==> src/sv/kb64_pkg.sv <==
// Shared types, constants and the alphabet lookup for the keyed base64 encoder.
`timescale 1ns / 1ps
`default_nettype none
package kb64_pkg;

  localparam int MaxRes = 8;
  localparam int CntW = $clog2(MaxRes + 1);
  localparam int SlotW = $clog2(MaxRes);

  localparam logic [7:0] NewlineChar = 8'd10;
  localparam logic [7:0] PadChar = 8'd61;

  localparam logic [5:0] KeyBaseReset = 6'd0;
  localparam logic [5:0] KeyIncReset = 6'd0;
  localparam logic [7:0] LineWidthReset = 8'd76;

  typedef enum logic {
    FuncData = 1'b0,
    FuncEnd  = 1'b1
  } kb64_func_t;

  typedef enum logic [1:0] {
    RegKeyBase   = 2'd0,
    RegKeyInc    = 2'd1,
    RegLineWidth = 2'd2
  } kb64_reg_t;

  typedef struct packed {
    logic [5:0] key_base;
    logic [5:0] key_inc;
    logic [7:0] wrap_len;
    logic       key_load;
  } kb64_cfg_t;

  typedef struct packed {
    logic [MaxRes-1:0][7:0] chars;
    logic [CntW-1:0]        cnt;
  } kb64_run_t;

  function automatic logic [7:0] b64_sym(input logic [5:0] v);
    logic [7:0] s;
    if (v < 6'd26) begin
      s = 8'd65 + {2'b00, v};
    end else if (v < 6'd52) begin
      s = 8'd71 + {2'b00, v};
    end else if (v < 6'd62) begin
      s = {2'b00, v} - 8'd4;
    end else if (v == 6'd62) begin
      s = 8'd43;
    end else begin
      s = 8'd47;
    end
    return s;
  endfunction

endpackage
`default_nettype wire

==> src/sv/keyed_base64_encoder.sv <==
// Keyed base64 encoder top level.
// A word's characters pass from the input register into the result buffer and show on out_char from there.
// A word that gives no characters passes without waiting for the buffer; a word giving n characters
//   holds the result buffer while they are presented, one character per cycle while out_ready is high.
// The input register takes the next word while the buffer is still draining.
// Reset is synchronous and active low; it restores register defaults and the stream state.
`timescale 1ns / 1ps
`default_nettype none
module keyed_base64_encoder (
  input  wire logic        clk,
  input  wire logic        rst_n,
  input  wire logic        psel,
  input  wire logic        penable,
  input  wire logic        pwrite,
  input  wire logic [3:0]  paddr,
  input  wire logic [31:0] pwdata,
  output logic [31:0]      prdata,
  output logic             pready,
  input  wire logic        in_valid,
  output logic             in_ready,
  input  wire logic        in_func,
  input  wire logic [7:0]  in_data_byte,
  output logic             out_valid,
  input  wire logic        out_ready,
  output logic [7:0]       out_char,
  output logic             out_last_of_run
);
  import kb64_pkg::*;

  kb64_cfg_t cfg;
  kb64_run_t run;
  logic      buf_free;
  logic      buf_load;

  kb64_cfg u_cfg (
    .clk     (clk),
    .rst_n   (rst_n),
    .psel    (psel),
    .penable (penable),
    .pwrite  (pwrite),
    .paddr   (paddr),
    .pwdata  (pwdata),
    .prdata  (prdata),
    .pready  (pready),
    .cfg     (cfg)
  );

  kb64_enc u_enc (
    .clk          (clk),
    .rst_n        (rst_n),
    .cfg          (cfg),
    .in_valid     (in_valid),
    .in_ready     (in_ready),
    .in_func      (in_func),
    .in_data_byte (in_data_byte),
    .buf_free     (buf_free),
    .buf_load     (buf_load),
    .run          (run)
  );

  kb64_obuf u_obuf (
    .clk             (clk),
    .rst_n           (rst_n),
    .buf_load        (buf_load),
    .run             (run),
    .buf_free        (buf_free),
    .out_valid       (out_valid),
    .out_ready       (out_ready),
    .out_char        (out_char),
    .out_last_of_run (out_last_of_run)
  );

  a_load_when_free: assert property (@(posedge clk) disable iff (!rst_n)
    buf_load |-> buf_free)
    else $error("result buffer loaded while still holding characters");

  a_run_bounded: assert property (@(posedge clk) disable iff (!rst_n)
    buf_load |-> (run.cnt != '0 && run.cnt <= CntW'(MaxRes)))
    else $error("run length out of range");

  a_reset_empty: assert property (@(posedge clk)
    !rst_n |=> !out_valid)
    else $error("output valid straight after reset");

  a_load_shows: assert property (@(posedge clk) disable iff (!rst_n)
    buf_load |=> out_valid)
    else $error("loaded run not presented");

endmodule
`default_nettype wire

==> src/sv/kb64_cfg.sv <==
// Configuration registers behind the APB-style port.
`timescale 1ns / 1ps
`default_nettype none
module kb64_cfg (
  input  wire logic               clk,
  input  wire logic               rst_n,
  input  wire logic               psel,
  input  wire logic               penable,
  input  wire logic               pwrite,
  input  wire logic [3:0]         paddr,
  input  wire logic [31:0]        pwdata,
  output logic [31:0]             prdata,
  output logic                    pready,
  output kb64_pkg::kb64_cfg_t     cfg
);
  import kb64_pkg::*;

  logic [5:0] key_base_r, key_base_nxt;
  logic [5:0] key_inc_r, key_inc_nxt;
  logic [7:0] wrap_len_r, wrap_len_nxt;
  logic       wr;
  logic       key_load;

  assign pready = 1'b1;
  assign wr = psel && penable && pwrite;

  always_comb begin
    key_base_nxt = key_base_r;
    key_inc_nxt = key_inc_r;
    wrap_len_nxt = wrap_len_r;
    key_load = 1'b0;
    if (wr) begin
      case (paddr[3:2])
        RegKeyBase: begin
          key_base_nxt = pwdata[5:0];
          key_load = 1'b1;
        end
        RegKeyInc: key_inc_nxt = pwdata[5:0];
        RegLineWidth: wrap_len_nxt = pwdata[7:0];
        default: ;
      endcase
    end
  end

  always_ff @(posedge clk) begin
    if (!rst_n) begin
      key_base_r <= KeyBaseReset;
      key_inc_r <= KeyIncReset;
      wrap_len_r <= LineWidthReset;
    end else begin
      key_base_r <= key_base_nxt;
      key_inc_r <= key_inc_nxt;
      wrap_len_r <= wrap_len_nxt;
    end
  end

  always_comb begin
    case (paddr[3:2])
      RegKeyBase: prdata = {26'd0, key_base_r};
      RegKeyInc: prdata = {26'd0, key_inc_r};
      RegLineWidth: prdata = {24'd0, wrap_len_r};
      default: prdata = 32'd0;
    endcase
  end

  // key_base carries the new base along with key_load so the key is loaded in the same edge
  assign cfg = '{key_base: key_base_nxt, key_inc: key_inc_r,
                 wrap_len: wrap_len_r, key_load: key_load};

endmodule
`default_nettype wire

==> src/sv/kb64_enc.sv <==
// Input register, stream state and single-pass expansion of one word into its characters.
`timescale 1ns / 1ps
`default_nettype none
module kb64_enc (
  input  wire logic                clk,
  input  wire logic                rst_n,
  input  wire kb64_pkg::kb64_cfg_t cfg,
  input  wire logic                in_valid,
  output logic                     in_ready,
  input  wire logic                in_func,
  input  wire logic [7:0]          in_data_byte,
  input  wire logic                buf_free,
  output logic                     buf_load,
  output kb64_pkg::kb64_run_t      run
);
  import kb64_pkg::*;

  logic        in_valid_r;
  kb64_func_t  func_r;
  logic [7:0]  byte_r;
  logic [15:0] held_r, held_nxt;
  logic [1:0]  gcnt_r, gcnt_nxt;
  logic [5:0]  key_r, key_nxt;
  logic [7:0]  lpos_r, lpos_nxt;

  logic        take;
  logic        do_group;
  logic [1:0]  nvalid;
  logic [7:0]  b0, b1, b2;
  logic [3:0][5:0] digit;
  logic [3:0][7:0] sym;
  logic [7:0]  pos_after;

  always_comb begin
    do_group = 1'b0;
    nvalid = 2'd3;
    b0 = held_r[15:8];
    b1 = held_r[7:0];
    b2 = byte_r;
    if (func_r == FuncData) begin
      do_group = (gcnt_r == 2'd2);
    end else if (gcnt_r == 2'd1) begin
      do_group = 1'b1;
      nvalid = 2'd1;
      b0 = held_r[7:0];
      b1 = 8'd0;
      b2 = 8'd0;
    end else if (gcnt_r == 2'd2) begin
      do_group = 1'b1;
      nvalid = 2'd2;
      b2 = 8'd0;
    end
  end

  assign digit[0] = b0[7:2];
  assign digit[1] = {b0[1:0], b1[7:4]};
  assign digit[2] = {b1[3:0], b2[7:6]};
  assign digit[3] = b2[5:0];

  // key steps by key_inc per digit, padded digits included
  always_comb begin
    logic [5:0] k;
    k = key_r;
    for (int i = 0; i < 4; i++) begin
      sym[i] = (i > int'(nvalid)) ? PadChar : b64_sym(digit[i] + k);
      k = k + cfg.key_inc;
    end
  end

  // place characters and line breaks into consecutive slots
  always_comb begin
    logic [CntW-1:0] slot;
    logic [7:0]      pos;
    logic [8:0]      nxt;
    run.chars = '0;
    slot = '0;
    pos = lpos_r;
    nxt = '0;
    if (do_group) begin
      for (int i = 0; i < 4; i++) begin
        run.chars[slot[SlotW-1:0]] = sym[i];
        slot = slot + 1'b1;
        nxt = {1'b0, pos} + 9'd1;
        if (nxt >= {1'b0, cfg.wrap_len}) begin
          run.chars[slot[SlotW-1:0]] = NewlineChar;
          slot = slot + 1'b1;
          pos = 8'd0;
        end else begin
          pos = nxt[7:0];
        end
      end
    end
    if (func_r == FuncEnd && pos != 8'd0) begin
      run.chars[slot[SlotW-1:0]] = NewlineChar;
      slot = slot + 1'b1;
    end
    run.cnt = slot;
    pos_after = pos;
  end

  // words that give no characters pass without waiting for the buffer
  assign take = in_valid_r && (run.cnt == '0 || buf_free);
  assign buf_load = take && run.cnt != '0;
  assign in_ready = !in_valid_r || take;

  always_comb begin
    held_nxt = held_r;
    gcnt_nxt = gcnt_r;
    key_nxt = key_r;
    lpos_nxt = lpos_r;
    if (take) begin
      if (func_r == FuncEnd) begin
        held_nxt = 16'd0;
        gcnt_nxt = 2'd0;
        key_nxt = cfg.key_base;
        lpos_nxt = 8'd0;
      end else if (do_group) begin
        held_nxt = 16'd0;
        gcnt_nxt = 2'd0;
        key_nxt = key_r + {cfg.key_inc[3:0], 2'b00};
        lpos_nxt = pos_after;
      end else begin
        held_nxt = {held_r[7:0], byte_r};
        gcnt_nxt = gcnt_r + 2'd1;
      end
    end
    if (cfg.key_load) begin
      key_nxt = cfg.key_base;
    end
  end

  always_ff @(posedge clk) begin
    if (!rst_n) begin
      in_valid_r <= 1'b0;
      held_r <= 16'd0;
      gcnt_r <= 2'd0;
      key_r <= KeyBaseReset;
      lpos_r <= 8'd0;
    end else begin
      if (in_ready) begin
        in_valid_r <= in_valid;
      end
      held_r <= held_nxt;
      gcnt_r <= gcnt_nxt;
      key_r <= key_nxt;
      lpos_r <= lpos_nxt;
    end
  end

  always_ff @(posedge clk) begin
    if (in_valid && in_ready) begin
      func_r <= kb64_func_t'(in_func);
      byte_r <= in_data_byte;
    end
  end

endmodule
`default_nettype wire

==> src/sv/kb64_obuf.sv <==
// Result shift buffer: holds one word's characters and presents them one per cycle while out_ready is high.
`timescale 1ns / 1ps
`default_nettype none
module kb64_obuf (
  input  wire logic                clk,
  input  wire logic                rst_n,
  input  wire logic                buf_load,
  input  wire kb64_pkg::kb64_run_t run,
  output logic                     buf_free,
  output logic                     out_valid,
  input  wire logic                out_ready,
  output logic [7:0]               out_char,
  output logic                     out_last_of_run
);
  import kb64_pkg::*;

  logic [MaxRes-1:0][7:0] chars_r;
  logic [CntW-1:0]        cnt_r;
  logic                   pop;

  assign out_valid = cnt_r != '0;
  assign out_char = chars_r[0];
  assign out_last_of_run = cnt_r == CntW'(1);
  assign pop = out_valid && out_ready;
  assign buf_free = !out_valid || (pop && out_last_of_run);

  always_ff @(posedge clk) begin
    if (!rst_n) begin
      cnt_r <= '0;
    end else if (buf_load) begin
      cnt_r <= run.cnt;
    end else if (pop) begin
      cnt_r <= cnt_r - 1'b1;
    end
  end

  // advance the line of characters towards the output tap
  always_ff @(posedge clk) begin
    if (buf_load) begin
      chars_r <= run.chars;
    end else if (pop) begin
      chars_r <= {8'd0, chars_r[MaxRes-1:1]};
    end
  end

endmodule
`default_nettype wire
==> config.mk <==
export PLATFORM = sky130hd
export DESIGN_NAME = keyed_base64_encoder
export DESIGN_NICKNAME = d
export VERILOG_FILES = /design/src/sv/kb64_pkg.sv /design/src/sv/keyed_base64_encoder.sv /design/src/sv/kb64_cfg.sv /design/src/sv/kb64_enc.sv /design/src/sv/kb64_obuf.sv
export SDC_FILE = /design/constraint.sdc
export NUM_CORES = 1
export LEC_CHECK = 0
export ABC_CLOCK_PERIOD_IN_PS = 35800
export BUFFER_PORTS_ARGS = -buffer_cell sky130_fd_sc_hd__buf_4
export CORE_ASPECT_RATIO = 0.7
export CORE_MARGIN = 4
export CORE_UTILIZATION = 25
export DETAILED_ROUTE_END_ITERATION = 10
export PLACE_DENSITY = 0.43
export SLEW_MARGIN = 20
export SYNTH_ARGS = -nofsm -noshare
export SYNTH_HDL_FRONTEND = slang
export SYNTH_SLANG_ARGS = --single-unit
==> constraint.sdc <==
create_clock -name clk -period 35.8 [get_ports clk]
set_input_delay 5.37 -clock clk [delete_from_list [all_inputs] [get_ports clk]]
set_output_delay 5.37 -clock clk [all_outputs]
set_load 0.02 [all_outputs]
==> impl_metrics.env, run 1 <==
export IMPL_run_status="finished, final reports clean"
export IMPL_ys_flop_type="sky130_fd_sc_hd__edfxtp_1"
export IMPL_cts_htree_levels=4
export IMPL_dr_total_vias=11400
export IMPL_required_ps=30430
export IMPL_vdd_ir_drop_worst_v=0.0000342
export IMPL_nets=1723
export IMPL_synth_compound_area_frac=0.239
export IMPL_synth_edff_count=73
export IMPL_grt_max_degree=115
export IMPL_root_buffer="sky130_fd_sc_hd__clkbuf_16"
export IMPL_worst_r2r_path_depth=59
export IMPL_grt_first_pass_wirelength_um=64900
export IMPL_number_of_instances_in_the_synthesized_netlist=1558
export IMPL_power_combinational_fraction=0.317
export IMPL_post_synth_xor_area_fraction=0.0539
export IMPL_cts_hold_fix_buffers=0
export IMPL_switchingPower_w=0.000211
export IMPL_setup_total_negative_slack_ps=0
export IMPL_top_level_ports=96
export IMPL_clkSlewWorstSetupHoldPaths_ps=60
export IMPL_gr_usage_met3=0.0297
export IMPL_critical_path_class="flop to output pin"
export IMPL_main_combinational_cell_family_by_area_after_synthesis="compound AO/OA/AOI/OAI gates"
export IMPL_drtPass1Iterations=6
export IMPL_met1_usage=0.250
export IMPL_ys_top_cells_by_count="218 x sky130_fd_sc_hd__nand2_1, 134 x sky130_fd_sc_hd__a21oi_1, 119 x sky130_fd_sc_hd__nor2_1, 108 x sky130_fd_sc_hd__ha_1, 86 x sky130_fd_sc_hd__inv_1"
export IMPL_timing_critical_path_depth=59
export IMPL_power_switching_fraction=0.372
export IMPL_grt_met2_usage=0.207
export IMPL_fp_dieH_um=195
export IMPL_final_max_slew_violation_count=0
export IMPL_ys_async_sr_fraction=0
export IMPL_cp_arrival_ps=16700
export IMPL_postSynthRegisterBits=130
export IMPL_cp_num_buf_inv=8
export IMPL_timing_hold_violations_final=0
export IMPL_worst_slew_margin_rel=0.203
export IMPL_internal_power_w=0.000357
export IMPL_routed_wirelength_um=41900
export IMPL_fin_crit_sh=0.616
export IMPL_row_count=68
export IMPL_final_hold_worst_slack_ps=458
export IMPL_gp_congestion=0.864
export IMPL_fin_worst_skew_ps=11.0
export IMPL_setup_repair_after_global_routing_missed_its_margin="no"
export IMPL_max_cap_violations=0
export IMPL_total_leakage_power_nw=5.62
export IMPL_crit_top_cell="sky130_fd_sc_hd__ha_1"
export IMPL_yosys_area_share_simple=0.214
export IMPL_insertedDiodeCount=0
export IMPL_timing_final_crit_period_ps=22070
export IMPL_fraction_of_the_yosys_area_taken_by_sequential_cells=0.266
export IMPL_hold_path_depth=2
export IMPL_core_area_um2=49400
export IMPL_synth_warning_count=0
export IMPL_sinks_on_clock_net=130
export IMPL_grt_pass1_vias=10700
export IMPL_place_detailed_instances=2196
export IMPL_power_clock_fraction=0.313
export IMPL_dp_final_hpwl_um=32000
export IMPL_power_density_nw_per_um2=40.8
export IMPL_cp_slowest_cell="sky130_fd_sc_hd__o31a_1"
export IMPL_post_layout_nonfiller_instances=2229
export IMPL_post_synth_top_count_cell="sky130_fd_sc_hd__nand2_1"
export IMPL_netlist_area_leader_share=0.175
export IMPL_synthesis_area_um2=12600
export IMPL_synth_area_leaders="sky130_fd_sc_hd__edfxtp_1 17%, sky130_fd_sc_hd__ha_1 11%, sky130_fd_sc_hd__dfxtp_1 9.1%"
export IMPL_routedWlPerCell_um=18.8
export IMPL_cts_resized_gates=0
export IMPL_start_util=0.254
export IMPL_cts_repair_timing_setup_buffer_count=0
export IMPL_antenna_left=0
export IMPL_yosys_area_top_type="sky130_fd_sc_hd__edfxtp_1"
export IMPL_mean_number_of_vias_per_cell=5.13
export IMPL_critPathLaunchType="flop"
export IMPL_tritoncts_clock_tree="yes"
export IMPL_worstSkewPairLatency_ps=440
export IMPL_synth_fa_ha_area_frac=0.127
export IMPL_total_die_area_um2=53900
export IMPL_max_clock_path_buffers=2
export IMPL_setup_viol=0
export IMPL_first_iter_violations=1131
export IMPL_critical_path_max_stage_delay_ps=630
export IMPL_fp_dieW_um=276
export IMPL_global_route_peak_usage_layer="met1"
export IMPL_cpLargestDelayFamily="compound AO/OA/AOI/OAI gates"
export IMPL_final_core_utilization=0.282
export IMPL_post_route_cells_drive_above_1_share=0.0921
export IMPL_antenna_found_initial=0
export IMPL_cp_end_kind="output pin"
export IMPL_port_buffers=44
export IMPL_grt_remaining_overflow=0
export IMPL_gr_usage_all_layers=0.155
export IMPL_syn_avg_cell_area_um2=8.06
export IMPL_remaining_drc_errors=0
export IMPL_synthToLayoutAreaGrowth_pct=11.0
export IMPL_share_of_total_power_in_sequential_cells=0.370
export IMPL_synth_mux_area_frac=0.0234
export IMPL_critical_path_max_fanout=21
export IMPL_numCtsBuffers=17
export IMPL_post_synth_num_cell_types=101
export IMPL_worst_hold_path_type="flop to flop"
export IMPL_maxClockFrequency_mhz=45.3
export IMPL_worst_slew_pin_transition_ps=1190
==> worst register-to-register path: cells and delay by family, from the launching register on <==
kind / cells / cell delay, ps
AO/OA/AOI/OAI: 17 / 5380
XOR/XNOR: 4 / 890
adder cells (fa/ha/maj): 9 / 3130
buffers and inverters: 8 / 2200
flip-flops: 1 / 610
multiplexers: 1 / 610
AND/OR/NAND/NOR: 20 / 4320
==> final cells by class <==
type / instances / area, um2
Tap cell: 665 / 832
Multi-Input combinational cell: 1251 / 8380
Clock inverter: 12 / 120
Sequential cell: 130 / 3330
Fill cell: 5340 / 35500
Timing Repair Buffer: 60 / 463
Clock buffer: 20 / 459
Inverter: 91 / 344
==> per-layer routing <==
| metal | routed length [um] | part of all wire |
|---|---|---|
| met1 | 22600 | 0.54 |
| met2 | 16400 | 0.39 |
| met3 | 2360 | 0.056 |
| met4 | 485 | 0.012 |
| met5 | 0 | 0 |
==> kinds of logic after synthesis <==
family,after synthesis
buffers and inverters,200
other,2
AO/OA/AOI/OAI,449
XOR/XNOR,74
multiplexers,28
AND/OR/NAND/NOR,555
flip-flops,130
adder cells (fa/ha/maj),120
==> layout by cell type, fill, tap and decap left out, drive strengths merged, types with 13 or more instances in the layout <==
cell type and count:
edfxtp 73, o211ai 15, o31ai 44, nor4 13
inv 96, o22ai 16, o2111ai 21, conb 25
a22oi 20, mux2i 23, ha 108, xnor2 49
a211oi 19, nor3 36, nor2 120, a21o 21
and3 16, buf 60, nand2 218, dfxtp 57
nor2b 13, o21ai 75, o21a 15, clkbuf 20
xor2 24, nand4 15, a21oi 136, and2 27
or3 18, nand2b 14, nand3 26
==> state kept, by name, indices dropped and copies added (netlist names) <==
signal,flops
u_obuf.cnt_r,4
u_cfg.key_base_r,6
u_obuf.out_char,8
u_enc.in_valid_r,1
u_obuf.chars_r,56
u_enc.func_r,1
u_cfg.wrap_len_r,8
u_enc.key_r,6
u_enc.held_r,16
u_enc.byte_r,8
u_cfg.key_inc_r,6
u_enc.gcnt_r,2
u_enc.lpos_r,8
==> power by group through the flow <==
| stage | clock network (W) | registers (W) | logic (W) |
|---|---|---|---|
| after floorplan | 0 | 0.000212 | 0.000123 |
| after global placement | 0 | 0.000213 | 0.000178 |
| after detailed placement | 0 | 0.000213 | 0.000179 |
| after CTS | 0.000182 | 0.000210 | 0.000180 |
| after global routing | 0.000189 | 0.000213 | 0.000200 |
| final | 0.000178 | 0.000210 | 0.000180 |
==> worst paths after layout <==
path                          from                  to  slack [ps]
setup / recovery   u_enc.lpos_r[0]            in_ready       13730
hold / removal    u_enc.held_r[14]    u_enc.held_r[14]         460
setup reg to reg   u_enc.lpos_r[0]  u_obuf.chars_r[56]       18390
hold reg to reg   u_enc.held_r[14]    u_enc.held_r[14]         460
==> through the flow <==
| stage | worst slack (ps) | cell area, um2 | power [W] |
|---|---|---|---|
| after floorplan | 18040 | 12600 | 0.000335 |
| after global placement | 14720 | 13300 | 0.000391 |
| after detailed placement | 14650 | 13300 | 0.000392 |
| after CTS | 14080 | 13900 | 0.000572 |
| after global routing | 12530 | 13900 | 0.000602 |
| final | 13730 | 13900 | 0.000568 |
(Power assumes the default switching activity.)
==> run 2: changes to the inputs <==
ABC_AREA = 1   (was not set)
ABC_CLOCK_PERIOD_IN_PS = 18600   (was 35800)
PLACE_DENSITY = 0.44   (was 0.43)
clock period = 18.6 ns   (was 35.8 ns; I/O delays follow)
==> run 2 against run 1 <==
Worst setup slack got worse by 9200 ps; count of clock-buffer cells in the layout did not move; final area rose by 0.18%; largest power group is now combinational cells; synthesized area about the same; die area hardly changed; combinational power grew to 8.0 times the previous value; via count up 1.1%; critical path depth is 4 higher.
==> impl_metrics.env, run 2 <==
export IMPL_largestRegisters="u_obuf.chars_r: 56 flops, u_enc.held_r: 16 flops"
export IMPL_cts_hold_fix_buffers=0
export IMPL_internal_power_w=0.00106
export IMPL_drtPass1Iterations=5
export IMPL_start_util=0.254
export IMPL_power_clock_fraction=0.150
export IMPL_core_area_um2=49400
export IMPL_ys_flop_type="sky130_fd_sc_hd__edfxtp_1"
export IMPL_cp_end_kind="output pin"
export IMPL_setup_viol=0
export IMPL_row_count=68
export IMPL_post_synth_num_cell_types=60
export IMPL_root_buffer="sky130_fd_sc_hd__clkbuf_16"
export IMPL_fp_dieH_um=195
export IMPL_routed_wirelength_um=39600
export IMPL_sequential_cell_area_um2=3330
export IMPL_nets=1950
export IMPL_grt_pass1_vias=11000
export IMPL_gp_congestion=0.865
export IMPL_cp_slowest_cell="sky130_fd_sc_hd__a21oi_1"
export IMPL_yosys_area_top_type="sky130_fd_sc_hd__edfxtp_1"
export IMPL_power_density_nw_per_um2=163
export IMPL_tritoncts_clock_tree="yes"
export IMPL_required_ps=15810
export IMPL_critical_path_class="flop to output pin"
export IMPL_final_max_slew_violation_count=0
export IMPL_cts_htree_levels=4
export IMPL_clkSlewWorstSetupHoldPaths_ps=60
export IMPL_power_combinational_fraction=0.635
export IMPL_antenna_found_initial=0
export IMPL_worst_slew_pin_transition_ps=939
export IMPL_fillerInstances=5420
export IMPL_max_clock_path_buffers=2
export IMPL_synthesis_area_um2=12500
export IMPL_cp_arrival_ps=11280
export IMPL_postLayoutSetupSlackWorst_ps=4530
export IMPL_top_level_ports=96
export IMPL_run_status="finished, final reports clean"
export IMPL_main_combinational_cell_family_by_area_after_synthesis="simple AND/OR/NAND/NOR gates"
export IMPL_power_switching_fraction=0.531
export IMPL_fin_crit_sh=0.756
export IMPL_postSynthRegisterBits=130
export IMPL_timing_final_crit_period_ps=14070
export IMPL_synthToLayoutAreaGrowth_pct=11.3
export IMPL_switchingPower_w=0.00121
export IMPL_cp_num_buf_inv=7
export IMPL_synth_warning_count=0
export IMPL_port_buffers=44
export IMPL_synth_mux_area_frac=0
export IMPL_commonest_non_fill_non_tap_cells_in_the_layout="357 x sky130_fd_sc_hd__nand2_1, 257 x sky130_fd_sc_hd__inv_1, 155 x sky130_fd_sc_hd__nor2_1"
export IMPL_preCtsSetupSlack_ps=5060
export IMPL_post_synth_top_count_cell="sky130_fd_sc_hd__nand2_1"
export IMPL_fin_worst_skew_ps=15.6
export IMPL_synth_area_leaders="sky130_fd_sc_hd__edfxtp_1 17%, sky130_fd_sc_hd__ha_1 11%, sky130_fd_sc_hd__nand2_1 11%"
export IMPL_setup_total_negative_slack_ps=0
export IMPL_total_leakage_power_nw=6.24
export IMPL_timing_hold_violations_final=0
export IMPL_post_route_cells_drive_above_1_share=0.107
export IMPL_crit_top_cell="sky130_fd_sc_hd__nand2_1"
export IMPL_worst_slew_margin_rel=0.372
export IMPL_antenna_left=0
export IMPL_dp_final_hpwl_um=31300
export IMPL_netlist_area_leader_share=0.175
export IMPL_grt_first_pass_wirelength_um=61800
export IMPL_cts_resized_gates=0
export IMPL_dr_total_vias=11600
export IMPL_mean_number_of_vias_per_cell=4.71
export IMPL_synth_fa_ha_area_frac=0.127
export IMPL_remaining_drc_errors=0
export IMPL_fp_dieW_um=276
export IMPL_vdd_ir_drop_worst_v=0.0000798
export IMPL_cts_repair_timing_setup_buffer_count=0
export IMPL_share_of_total_power_in_sequential_cells=0.216
export IMPL_reg_with_most_ffs="u_obuf.chars_r"
export IMPL_max_cap_violations=0
export IMPL_worstSkewPairLatency_ps=450
export IMPL_total_die_area_um2=53900
export IMPL_insertedDiodeCount=0
export IMPL_maxClockFrequency_mhz=71.1
export IMPL_synth_compound_area_frac=0.181
export IMPL_multi_input_area_um2=7810
export IMPL_syn_avg_cell_area_um2=7.13
export IMPL_worst_hold_path_type="flop to flop"
export IMPL_largest_register_ff_count=56
export IMPL_post_synth_xor_area_fraction=0.0382
export IMPL_critical_path_max_fanout=11
export IMPL_cpLargestDelayFamily="simple AND/OR/NAND/NOR gates"
export IMPL_synth_edff_count=73
export IMPL_ys_top_cells_by_count="357 x sky130_fd_sc_hd__nand2_1, 258 x sky130_fd_sc_hd__inv_1, 155 x sky130_fd_sc_hd__nor2_1, 146 x sky130_fd_sc_hd__o21ai_0, 108 x sky130_fd_sc_hd__ha_1"
export IMPL_routedWlPerCell_um=16.1
export IMPL_gr_usage_all_layers=0.147
export IMPL_numCtsBuffers=17
export IMPL_critPathLaunchType="flop"
export IMPL_yosys_area_share_simple=0.269
export IMPL_critical_path_max_stage_delay_ps=520
export IMPL_grt_max_degree=89
export IMPL_ys_async_sr_fraction=0
export IMPL_setup_repair_after_global_routing_missed_its_margin="no"
export IMPL_final_core_utilization=0.282
export IMPL_first_iter_violations=929
export IMPL_sinks_on_clock_net=130
export IMPL_fraction_of_the_yosys_area_taken_by_sequential_cells=0.266
export IMPL_number_of_instances_in_the_synthesized_netlist=1759
export IMPL_final_common_cell="sky130_fd_sc_hd__nand2_1"
export IMPL_grt_remaining_overflow=0
## run 2: cell types whose count changed after synthesis, moves of 35 or more
cell                      delta
sky130_fd_sc_hd__a21oi_1    -35
sky130_fd_sc_hd__nand3_1    +66
sky130_fd_sc_hd__inv_1     +172
sky130_fd_sc_hd__o21ai_0    +84
sky130_fd_sc_hd__nor2_1     +36
sky130_fd_sc_hd__nand2_1   +139
## run 2: per-layer routing
| layer | wire length [um] | GRT usage |
|---|---|---|
| met1 | 20400 | 0.224 |
| met2 | 15500 | 0.203 |
| met3 | 3060 | 0.0399 |
| met4 | 596 | 0.0351 |
| met5 | 0 | 0 |
## run 2: area by class of cell
type	count	share of cell area
Clock buffer	20	0.0343
Clock inverter	12	0.00663
Inverter	272	0.0733
Multi-Input combinational cell	1306	0.560
Sequential cell	130	0.239
Tap cell	665	0.0596
Timing Repair Buffer	51	0.0274
## run 2: kinds of logic after synthesis
logic type / count (synthesis)
adder cells (fa/ha/maj): 120
buffers and inverters: 346
flip-flops: 130
AO/OA/AOI/OAI: 385
AND/OR/NAND/NOR: 723
XOR/XNOR: 53
other: 2
## run 2: per-stage QoR
step | instance area [um2] | hold slack (ps) | power [W] | cells
finish | 14000 | 469 | 0.00227 | 2456
detailed placement | 13400 | 458 | 0.00192 | 2424
floorplan | 12600 | 441 | 0.00152 | 1782
global route | 14000 | 495 | 0.00248 | 2456
global placement | 13400 | 452 | 0.00191 | 2424
CTS | 14000 | 468 | 0.00227 | 2456
## run 2: worst paths after layout
path,cells past startpoint,startpoint,slack (ps),end
max,63,u_enc.lpos_r[0],4530,in_ready
min reg2reg,2,u_enc.held_r[15],470,u_enc.held_r[15]
max reg2reg,66,u_enc.lpos_r[0],6300,u_obuf.chars_r[62]
min,2,u_enc.held_r[15],470,u_enc.held_r[15]
## run 2: power by group through the flow
stage / Combinational (W) / Sequential (W) / Clock (W)
floorplan: 0.00104 / 0.000483 / 0
global placement: 0.00142 / 0.000495 / 0
detailed placement: 0.00142 / 0.000496 / 0
CTS: 0.00143 / 0.000490 / 0.000350
global route: 0.00162 / 0.000499 / 0.000361
finish: 0.00144 / 0.000489 / 0.000340
## run 2: worst min-delay path, cell delays in order, from the launching register on
cell and delay [ps]:
sky130_fd_sc_hd__dfxtp_1 310, sky130_fd_sc_hd__nand2_1 60, sky130_fd_sc_hd__a21oi_1 50
==> run 3: changes to the inputs <==
ABC_CLOCK_PERIOD_IN_PS = 12700   (was 18600)
clock period = 12.7 ns   (was 18.6 ns; I/O delays follow)
==> run 3 against run 2 <==
Non-clock buffer count rose by 13; routed wire length rose by 0.83%; worst hold slack got worse by 1.4 ps; cell count rose by 0.53%; critical path type unchanged.
==> impl_metrics.env, run 3 (synthesis gave the netlist of run 2 again) <==
export IMPL_run_status="finished, final reports clean"
export IMPL_start_util=0.254
export IMPL_grt_remaining_overflow=0
export IMPL_commonest_non_fill_non_tap_cells_in_the_layout="356 x sky130_fd_sc_hd__nand2_1, 256 x sky130_fd_sc_hd__inv_1, 154 x sky130_fd_sc_hd__nor2_1"
export IMPL_largestRegisters="u_obuf.chars_r: 56 flops, u_enc.held_r: 16 flops"
export IMPL_antenna_left=0
export IMPL_power_density_nw_per_um2=241
export IMPL_antenna_found_initial=0
export IMPL_final_max_slew_violation_count=0
export IMPL_sinks_on_clock_net=130
export IMPL_grt_pass1_vias=11100
export IMPL_timing_final_crit_period_ps=11890
export IMPL_total_leakage_power_nw=6.33
export IMPL_max_cap_violations=0
export IMPL_worst_hold_path_type="flop to flop"
export IMPL_routed_wirelength_um=39900
export IMPL_tritoncts_clock_tree="yes"
export IMPL_cts_hold_fix_buffers=0
export IMPL_dp_final_hpwl_um=31600
export IMPL_fp_dieH_um=195
export IMPL_mean_number_of_vias_per_cell=4.69
export IMPL_fin_worst_skew_ps=16.1
export IMPL_worst_slew_pin_transition_ps=1010
export IMPL_final_common_cell="sky130_fd_sc_hd__nand2_1"
export IMPL_drtPass1Iterations=6
export IMPL_total_die_area_um2=53900
export IMPL_gp_congestion=0.868
export IMPL_gr_usage_all_layers=0.149
export IMPL_timing_hold_violations_final=0
export IMPL_crit_top_cell="sky130_fd_sc_hd__nand2_1"
export IMPL_fp_dieW_um=276
export IMPL_grt_max_degree=52
export IMPL_required_ps=10800
export IMPL_clkSlewWorstSetupHoldPaths_ps=70
export IMPL_critical_path_max_fanout=10
export IMPL_setup_viol=0
export IMPL_numCtsBuffers=17
export IMPL_critical_path_max_stage_delay_ps=380
export IMPL_remaining_drc_errors=0
export IMPL_worst_slew_margin_rel=0.324
export IMPL_routedWlPerCell_um=16.2
export IMPL_max_clock_path_buffers=2
export IMPL_core_area_um2=49400
export IMPL_worstSkewPairLatency_ps=460
export IMPL_vdd_ir_drop_worst_v=0.000120
export IMPL_cp_end_kind="output pin"
export IMPL_maxClockFrequency_mhz=84.1
export IMPL_critical_path_class="flop to output pin"
export IMPL_cp_slowest_cell="sky130_fd_sc_hd__dfxtp_2"
export IMPL_setup_total_negative_slack_ps=0
export IMPL_reg_with_most_ffs="u_obuf.chars_r"
export IMPL_post_route_cells_drive_above_1_share=0.121
export IMPL_insertedDiodeCount=0
export IMPL_top_level_ports=96
export IMPL_grt_first_pass_wirelength_um=62400
export IMPL_root_buffer="sky130_fd_sc_hd__clkbuf_16"
export IMPL_synthToLayoutAreaGrowth_pct=13.0
export IMPL_cts_htree_levels=4
export IMPL_nets=1963
export IMPL_cp_arrival_ps=9980
export IMPL_dr_total_vias=11600
export IMPL_row_count=68
export IMPL_first_iter_violations=891
export IMPL_final_core_utilization=0.287
export IMPL_critPathLaunchType="flop"
export IMPL_port_buffers=44
export IMPL_largest_register_ff_count=56
export IMPL_fin_crit_sh=0.936
run 3: what timing repair did:
item | in CTS | in global routing
setup buffers | 0 | 1
setup endpoints to repair | 0 | 1
gates resized for setup | 0 | 18
run 3: final cells by class:
type                            instances  area (um2)
Clock inverter                         10        81.3
Fill cell                            5436       35300
Sequential cell                       130        3340
Multi-Input combinational cell       1306        7880
Timing Repair Buffer                   64         505
Clock buffer                           22         517
Inverter                              272        1020
Tap cell                              665         832
run 3: metrics by stage:
stage	instance area, um2	hold WS [ps]	setup slack (ps)	total power, W	cells
after global placement	13500	451	635	0.00284	2436
after detailed placement	13500	455	556	0.00285	2436
after floorplan	12600	441	1510	0.00223	1782
after global routing	14200	496	-22.1	0.00372	2469
after CTS	14100	466	6.44	0.00339	2468
final	14200	468	812	0.00341	2469
run 3: worst paths after layout:
check / from / end / slack (ps) / cells past startpoint
setup / recovery: u_enc.lpos_r[0] / in_ready / 810 / 63
hold / removal: u_enc.held_r[15] / u_enc.held_r[15] / 470 / 2
setup reg to reg: u_enc.lpos_r[0] / u_obuf.out_char[0] / 1940 / 64
hold reg to reg: u_enc.held_r[15] / u_enc.held_r[15] / 470 / 2
run 3: worst max-delay path: cells and delay by family, from the launching register on:
family / cells / cell delay (ps)
AO/OA/AOI/OAI: 14 / 2230
adder cells (fa/ha/maj): 9 / 2240
XOR/XNOR: 2 / 310
flip-flops: 1 / 380
AND/OR/NAND/NOR: 31 / 3440
buffers and inverters: 7 / 870
run 3: report_power, final:
part / leakage, nW / internal [W] / switching, W / total [W]
Combinational: 4.87 / 0.000657 / 0.00152 / 0.00218
Clock: 0.301 / 0.000293 / 0.000223 / 0.000516
Sequential: 1.16 / 0.000656 / 0.0000608 / 0.000717
Total: 6.33 / 0.00161 / 0.00181 / 0.00341
run 3: metal layers:
metal,share of wire,GRT usage,vias up
met5,0,0,-
met4,0.0089,0.0226,0
met3,0.066,0.0405,27
met2,0.39,0.206,252
met1,0.53,0.231,5439
li1,-,-,5858
